### config.mk
export PLATFORM = sky130hd
export DESIGN_NAME = deadline_timer_table
export DESIGN_NICKNAME = d
export VERILOG_FILES = /design/src/design/dtt_pkg.sv /design/src/design/dtt_entry_ram.sv /design/src/design/dtt_slot_mod.sv /design/src/design/deadline_timer_table.sv
export SDC_FILE = /design/constraint.sdc
export NUM_CORES = 2
export LEC_CHECK = 0
export ABC_CLOCK_PERIOD_IN_PS = 17400
export BUFFER_PORTS_ARGS = -buffer_cell sky130_fd_sc_hd__buf_2
export CORE_MARGIN = 1.5
export CORE_UTILIZATION = 40
export CTS_BUF_LIST = sky130_fd_sc_hd__clkbuf_8
export DETAILED_ROUTE_END_ITERATION = 16
export PLACE_DENSITY = 0.62
export SETUP_SLACK_MARGIN = 0.05
export SYNTH_ARGS = -nofsm -noshare
export SYNTH_HDL_FRONTEND = slang
export SYNTH_HIERARCHICAL = 1
export SYNTH_SLANG_ARGS = --single-unit
### constraint.sdc
create_clock -name clk -period 17.4 [get_ports clk]
set_clock_uncertainty 0.15 [all_clocks]
set_input_delay 0 -clock clk [delete_from_list [all_inputs] [get_ports clk]]
set_output_delay 0 -clock clk [all_outputs]
set_load 0.02 [all_outputs]
### src/design/dtt_pkg.sv
`timescale 1ns / 1ps

package dtt_pkg;

  localparam logic [2:0] CMD_ADD       = 3'd0;
  localparam logic [2:0] CMD_ADD_AFTER = 3'd1;
  localparam logic [2:0] CMD_CLEAR     = 3'd2;
  localparam logic [2:0] CMD_REPLACE   = 3'd3;
  localparam logic [2:0] CMD_CLEAR_ALL = 3'd4;
  localparam logic [2:0] CMD_TICK      = 3'd5;

  localparam logic [1:0] KIND_ADDED    = 2'd0;
  localparam logic [1:0] KIND_REJECTED = 2'd1;
  localparam logic [1:0] KIND_FIRED    = 2'd2;
  localparam logic [1:0] KIND_DONE     = 2'd3;

  typedef struct packed {
    logic [2:0]  command;
    logic [15:0] timer_id;
    logic [23:0] delay_ms;
    logic [7:0]  client_id;
    logic [7:0]  channel_state;
    logic [31:0] now_ms;
  } in_word_t;

  typedef struct packed {
    logic [1:0]  kind;
    logic [15:0] out_timer_id;
    logic [7:0]  out_client_id;
    logic [7:0]  out_channel_state;
    logic        last;
  } out_word_t;

  typedef struct packed {
    logic [31:0] deadline;
    logic [15:0] tag;
    logic [7:0]  client;
    logic [7:0]  payload;
  } entry_t;

  typedef enum logic [2:0] {
    ST_IDLE,
    ST_MOD,
    ST_READ,
    ST_SCAN,
    ST_EXEC
  } state_t;

endpackage

### src/design/dtt_entry_ram.sv
`timescale 1ns / 1ps

module dtt_entry_ram #(
  parameter int DEPTH = 16
) (
  input  logic                       clk,
  input  logic                       rd_en,
  input  logic [$clog2(DEPTH)-1:0]   rd_addr,
  output dtt_pkg::entry_t            rd_data,
  input  logic                       wr_en,
  input  logic [$clog2(DEPTH)-1:0]   wr_addr,
  input  dtt_pkg::entry_t            wr_data
);
  import dtt_pkg::*;

  entry_t mem [DEPTH];

  always_ff @(posedge clk) begin
    if (wr_en) begin
      mem[wr_addr] <= wr_data;
    end
    if (rd_en) begin
      rd_data <= mem[rd_addr];
    end
  end

endmodule

### src/design/dtt_slot_mod.sv
`timescale 1ns / 1ps

// slot = value mod DEPTH in two stages: reciprocal multiply, then
// remainder with one correction step (quotient estimate is low by at most 1).
module dtt_slot_mod #(
  parameter int DEPTH = 16
) (
  input  logic                     clk,
  input  logic                     start,
  input  logic [15:0]              value,
  output logic [$clog2(DEPTH)-1:0] slot
);
  import dtt_pkg::*;

  localparam int          SW    = $clog2(DEPTH);
  localparam logic [31:0] RECIP = 32'(64'h1_0000_0000 / DEPTH);
  localparam logic [15:0] DEP16 = 16'(DEPTH);

  logic [15:0] x;
  logic [15:0] quot;
  logic [47:0] prod;
  logic [15:0] qd;
  logic [15:0] rem;
  logic [15:0] rem_fix;

  assign prod = 48'(value) * 48'(RECIP);

  always_ff @(posedge clk) begin
    if (start) begin
      x    <= value;
      quot <= prod[47:32];
    end
  end

  always_comb begin
    qd      = quot * DEP16;
    rem     = x - qd;
    rem_fix = (rem >= DEP16) ? rem - DEP16 : rem;
  end

  always_ff @(posedge clk) begin
    slot <= rem_fix[SW-1:0];
  end

endmodule

### src/design/deadline_timer_table.sv
// Table of DEPTH one-shot deadline timers. Timer id N lives in slot N mod DEPTH;
// deadlines, ids, clients and payloads sit in one single-port-read entry RAM,
// live flags in flip-flops. add, add-after, clear, replace, clear-all and
// unknown codes pass through accept together with the first slot-reduction
// stage, then the second slot-reduction stage, RAM read and update; the update
// waits while the output is stalled. A tick walks the window of the last 2*DEPTH
// issued ids, oldest first, one RAM read per cycle while no fired word waits on
// a stalled output, emitting each due timer as it is found and then a done word.
// One input word is in work at a time; in_stall is high until its last result
// is registered.
`timescale 1ns / 1ps

module deadline_timer_table #(
  parameter int DEPTH = 16
) (
  input  logic                clk,
  input  logic                rst,
  input  logic                in_valid,
  output logic                in_stall,
  input  dtt_pkg::in_word_t   in_word,
  output logic                out_valid,
  input  logic                out_stall,
  output dtt_pkg::out_word_t  out_word
);
  import dtt_pkg::*;

  localparam int              SW        = $clog2(DEPTH);
  localparam int              CW        = $clog2(2 * DEPTH + 1);
  localparam logic [15:0]     WIN       = 16'(2 * DEPTH);
  localparam logic [CW-1:0]   WIN_CNT   = CW'(2 * DEPTH);
  localparam logic [SW-1:0]   LAST_SLOT = SW'(DEPTH - 1);

  state_t            state;
  state_t            state_next;
  in_word_t          cmd;
  logic [DEPTH-1:0]  valid;
  logic [DEPTH-1:0]  valid_next;
  logic [15:0]       next_id;
  logic [SW-1:0]     next_slot;
  logic [31:0]       current_time;

  logic [15:0]       scan_tag;
  logic [SW-1:0]     scan_slot;
  logic [CW-1:0]     scan_cnt;
  logic              chk_v;
  logic [15:0]       chk_tag;
  logic [SW-1:0]     chk_slot;

  out_word_t         out_next;
  logic              out_load;

  logic              accept;
  logic              out_free;
  logic [15:0]       mod_value;
  logic [SW-1:0]     ref_slot;
  logic              rd_en;
  logic [SW-1:0]     rd_addr;
  entry_t            rd_entry;
  logic              wr_en;
  logic [SW-1:0]     wr_addr;
  entry_t            wr_data;

  logic              live_ref;
  logic              slot_busy;
  logic [31:0]       base;
  logic [32:0]       sum;
  logic [31:0]       new_deadline;
  logic              issue;
  logic              fire;
  logic              advance;
  logic              scan_done;
  logic              id_inc;

  assign in_stall = (state != ST_IDLE);
  assign accept   = in_valid && !in_stall;
  assign out_free = !out_valid || !out_stall;

  // tick starts its walk at the oldest id that can still be live
  assign mod_value = (in_word.command == CMD_TICK) ? next_id - WIN : in_word.timer_id;

  dtt_slot_mod #(.DEPTH(DEPTH)) u_slot_mod (
    .clk   (clk),
    .start (accept),
    .value (mod_value),
    .slot  (ref_slot)
  );

  dtt_entry_ram #(.DEPTH(DEPTH)) u_entry_ram (
    .clk     (clk),
    .rd_en   (rd_en),
    .rd_addr (rd_addr),
    .rd_data (rd_entry),
    .wr_en   (wr_en),
    .wr_addr (wr_addr),
    .wr_data (wr_data)
  );

  always_comb begin
    live_ref     = valid[ref_slot] && (rd_entry.tag == cmd.timer_id);
    slot_busy    = valid[next_slot];
    base         = (cmd.command == CMD_ADD_AFTER && live_ref) ? rd_entry.deadline
                                                              : current_time;
    sum          = {1'b0, base} + {9'b0, cmd.delay_ms};
    new_deadline = sum[32] ? 32'hFFFF_FFFF : sum[31:0];

    issue     = (scan_cnt != WIN_CNT);
    fire      = chk_v && valid[chk_slot] && (rd_entry.tag == chk_tag)
                && (cmd.now_ms >= rd_entry.deadline);
    advance   = !(fire && !out_free);
    scan_done = !issue && !chk_v;

    rd_addr = (state == ST_SCAN) ? scan_slot : ref_slot;
    rd_en   = (state == ST_READ) || (state == ST_SCAN && advance && issue);
  end

  always_comb begin
    state_next = state;
    case (state)
      ST_IDLE: begin
        if (accept) state_next = ST_MOD;
      end
      ST_MOD: begin
        state_next = ST_READ;
      end
      ST_READ: begin
        state_next = (cmd.command == CMD_TICK) ? ST_SCAN : ST_EXEC;
      end
      ST_SCAN: begin
        if (scan_done) state_next = ST_EXEC;
      end
      ST_EXEC: begin
        if (out_free) state_next = ST_IDLE;
      end
      default: begin
        state_next = ST_IDLE;
      end
    endcase
  end

  always_comb begin
    wr_en      = 1'b0;
    wr_addr    = next_slot;
    wr_data    = '{deadline: new_deadline, tag: next_id,
                   client: cmd.client_id, payload: cmd.channel_state};
    valid_next = valid;
    out_load   = 1'b0;
    out_next   = '{kind: KIND_DONE, out_timer_id: 16'd0, out_client_id: 8'd0,
                   out_channel_state: 8'd0, last: 1'b1};
    id_inc     = 1'b0;
    case (state)
      ST_EXEC: begin
        if (out_free) begin
          out_load = 1'b1;
          case (cmd.command) inside
            CMD_ADD, CMD_ADD_AFTER: begin
              out_next.out_timer_id = next_id;
              if (slot_busy) begin
                out_next.kind = KIND_REJECTED;
              end else begin
                out_next.kind         = KIND_ADDED;
                wr_en                 = 1'b1;
                valid_next[next_slot] = 1'b1;
                id_inc                = 1'b1;
              end
            end
            CMD_CLEAR: begin
              if (live_ref) valid_next[ref_slot] = 1'b0;
            end
            CMD_REPLACE: begin
              if (live_ref) begin
                wr_en   = 1'b1;
                wr_addr = ref_slot;
                wr_data = '{deadline: rd_entry.deadline, tag: rd_entry.tag,
                            client: cmd.client_id, payload: cmd.channel_state};
              end
            end
            CMD_CLEAR_ALL: begin
              valid_next = '0;
            end
            default: begin
            end
          endcase
        end
      end
      ST_SCAN: begin
        if (fire && out_free) begin
          out_load             = 1'b1;
          out_next             = '{kind: KIND_FIRED, out_timer_id: chk_tag,
                                   out_client_id: rd_entry.client,
                                   out_channel_state: rd_entry.payload, last: 1'b0};
          valid_next[chk_slot] = 1'b0;
        end
      end
      default: begin
      end
    endcase
  end

  always_ff @(posedge clk) begin
    if (rst) begin
      state        <= ST_IDLE;
      valid        <= '0;
      next_id      <= 16'd0;
      next_slot    <= '0;
      current_time <= 32'd0;
      scan_cnt     <= WIN_CNT;
      chk_v        <= 1'b0;
      out_valid    <= 1'b0;
    end else begin
      state <= state_next;
      valid <= valid_next;

      if (accept && in_word.command == CMD_TICK) begin
        current_time <= in_word.now_ms;
      end

      if (id_inc) begin
        next_id <= next_id + 16'd1;
        if (next_id == 16'hFFFF || next_slot == LAST_SLOT) begin
          next_slot <= '0;
        end else begin
          next_slot <= next_slot + SW'(1);
        end
      end

      if (state == ST_READ) begin
        scan_cnt <= '0;
        chk_v    <= 1'b0;
      end else if (state == ST_SCAN && advance) begin
        chk_v <= issue;
        if (issue) scan_cnt <= scan_cnt + CW'(1);
      end

      if (out_load) begin
        out_valid <= 1'b1;
      end else if (!out_stall) begin
        out_valid <= 1'b0;
      end
    end
  end

  // walk pointer and check stage payload
  always_ff @(posedge clk) begin
    if (accept) begin
      cmd <= in_word;
    end
    if (state == ST_READ) begin
      scan_tag  <= next_id - WIN;
      scan_slot <= ref_slot;
    end else if (state == ST_SCAN && advance && issue) begin
      chk_tag  <= scan_tag;
      chk_slot <= scan_slot;
      scan_tag <= scan_tag + 16'd1;
      if (scan_tag == 16'hFFFF || scan_slot == LAST_SLOT) begin
        scan_slot <= '0;
      end else begin
        scan_slot <= scan_slot + SW'(1);
      end
    end
    if (out_load) begin
      out_word <= out_next;
    end
  end

endmodule
==> flow_summary.yaml <==
run_status:
  status: "finished, violations left"
  violations: "design-rule violations"
setup_path:
  worstPathRequired_ps: 17760
  criticalPathCategory: "reg -> reg"
  cp-start-kind: "flip-flop"
  path_max_fanout: 18
  cp_cell_sequence: "xnor2_1 > nand4_1 > nor4_1 > and3_1 > nand2_1 > nand2_1 > ha_1 > inv_1 > fa_1 > nor2b_1 > o31a_1 > o2111ai_1 > nand3_1 > a21oi_1 > o2bb2ai_1 > o21bai_1 > o21ai_1 > inv_1 > a22oi_1"
  endpoint_kind: "flip-flop"
  crit_slowest_cell: "a22oi_1"
  r2r_slack_ps: 9890
  crit_arrival_ps: 7860
  r2r_cells: 19
  worstReg2RegStart: "u_entry_ram/rd_data[22]"
  rr_endpoint: "u_entry_ram/mem[11][51]"
  slowest_delay_ps: 1080
clock_network:
  numClockSinks: 1341
  cts_max_path_buffers: 3
  tritoncts: "built"
  cts_buffers: 210
  cts_max_level: 4
  worstSkewPairLatency_ps: 920
  clk_pin_slew_ps: 60
  ctsResizeCount: 0
  post_cts_buffers: 0
  root_buffer: "clkbuf_8"
  cts_hold_buf: 188
synth:
  netlist_instances: 3052
  synth_nets: 3217
  synth_warnings: 6
  syn_avg_cell_area_um2: 17.7
  syn_area_um2: 54000
sta:
  hold_viol: 0
  post-route-period-util_pct: 43.1
  clock.fmax_ghz: 0.133
  maxSlewHeadroom_pct: 15.2
  rsz0062_at_grt: "no"
  finalSetupViolCount: 0
  drv_slew: 0
  fin_crit_ps: 7510
  final.setup.tns_ps: 0
  tightest_slew_ps: 1270
  setup_ws_ps: 9890
place:
  gp_congestion: 0.884
  dp_slack_ps: 10030
  place_hpwl_um: 73600
  io_buffer_count: 131
  dpl_cell_area_um2: 56800
cells_and_area:
  layout_commonest_cell: "edfxtp_1"
  nNetsFinal: 3647
  design_area_um2: 62500
  multi_input_area_um2: 13800
  final_cell_mix: "edfxtp_1 (1258), nand2_1 (277), mux4_2 (270)"
  fillCellCount: 11200
  seqCellArea_um2: 39400
  syn2layout_area_growth_pct: 15.7
  drive_gt1_share_pct: 20.7
route:
  via_per_inst: 5.58
  drc: 9
  drt-pass1-iter-count: 11
  wl_per_cell_um: 25.2
  drtIter0Drc: 3322
  num_vias: 30300
  wl_um: 136000
  ant_nets: 0
global_route:
  grt-ovfl-total: 0
  grt_pass1_wl_um: 201000
  grt_pass1_vias: 30600
  antenna_found_initial: 2
  grt_usage_pct: 20.0
  grt_max_degree: 123
pwr:
  total_power_mw: 6.92
  total_leakage_power_nw: 20.7
  peakVddDrop_mv: 0.0743
  power-per-cell-area_nw_per_um2: 111
floorplan:
  die_area_um2: 137000
  fp.dieW_um: 370
  start_util_pct: 40.4
  core_area_um2: 134000
  rows: 134
  die_y_um: 370
  io_pins: 132
min_path:
  hold_start: "in_word[90]"
  hold_end: "u_slot_mod/x[3]"
  hold_depth: 5
  holdCritPathClass: "in -> reg"
run:
  max_cap_violations: 0
## flip-flops by register name, summed over array words and instances, names as in the netlist
| name | count |
|---|---|
| chk_slot | 4 |
| chk_tag | 16 |
| chk_v | 1 |
| cmd | 91 |
| current_time | 32 |
| next_id | 16 |
| next_slot | 4 |
| out_valid | 1 |
| out_word | 35 |
| scan_cnt | 6 |
| scan_slot | 4 |
| scan_tag | 16 |
| state | 3 |
| u_entry_ram/mem | 1024 |
| u_entry_ram/rd_data | 64 |
| u_slot_mod/slot | 4 |
| u_slot_mod/x | 4 |
| valid | 16 |
## critical path, delay by kind of cell, from the launching register on
| family | cells | cell delay, ps |
|---|---|---|
| AOI/OAI and AO/OA | 7 | 2580 |
| xor gates and xnor gates | 1 | 230 |
| adders and majority gates | 2 | 580 |
| buffers and inverters | 2 | 670 |
| DFF | 1 | 440 |
| and+or+nand+nor | 7 | 2400 |
## area by class of cell
| type | instances | area share (%) |
|---|---|---|
| Sequential cell | 1341 | 63.1 |
| Multi-Input combinational cell | 1493 | 22.0 |
| Clock buffer | 221 | 4.87 |
| Timing Repair Buffer | 379 | 4.82 |
| Tap cell | 1768 | 3.54 |
| Clock inverter | 158 | 1.28 |
| Inverter | 57 | 0.342 |
| Antenna cell | 2 | 0.00801 |
## per-layer routing
layer	global-route usage (%)	routed length [um]	vias up
met4	5.88	2980	0
li1	-	-	13100
met2	32.5	66400	1242
met5	0	0	-
met1	27.7	57300	15700
met3	3.44	9690	222
## power by group
| part | switching (mW) | internal (mW) | total (mW) |
|---|---|---|---|
| logic | 0.456 | 0.309 | 0.765 |
| clock network | 1.22 | 1.22 | 2.44 |
| registers | 0.0612 | 3.66 | 3.72 |
## how the worst max path moves through the flow
stage	startpoint	endpoint	slack, ps	cells after the start
floorplan	u_slot_mod/slot[0]	u_entry_ram/mem[0][0]	9570	12
global placement	u_entry_ram/rd_data[31]	u_entry_ram/mem[5][54]	10190	19
detailed placement	u_entry_ram/rd_data[22]	u_entry_ram/mem[12][48]	10030	19
CTS	u_entry_ram/rd_data[22]	u_entry_ram/mem[11][51]	9980	19
global route	u_entry_ram/rd_data[22]	u_entry_ram/mem[9][48]	9400	19
finish	u_entry_ram/rd_data[22]	u_entry_ram/mem[11][51]	9890	19
## metrics by stage
step / util, % / instances / hold WS, ps
global route: 46.8 / 5419 / 111
CTS: 46.8 / 5417 / 61.2
global placement: 42.5 / 4850 / 26.3
detailed placement: 42.5 / 4850 / 28.2
finish: 46.8 / 5419 / 169
floorplan: - / 3052 / -51.1
Power figures use the tool's default switching activity.
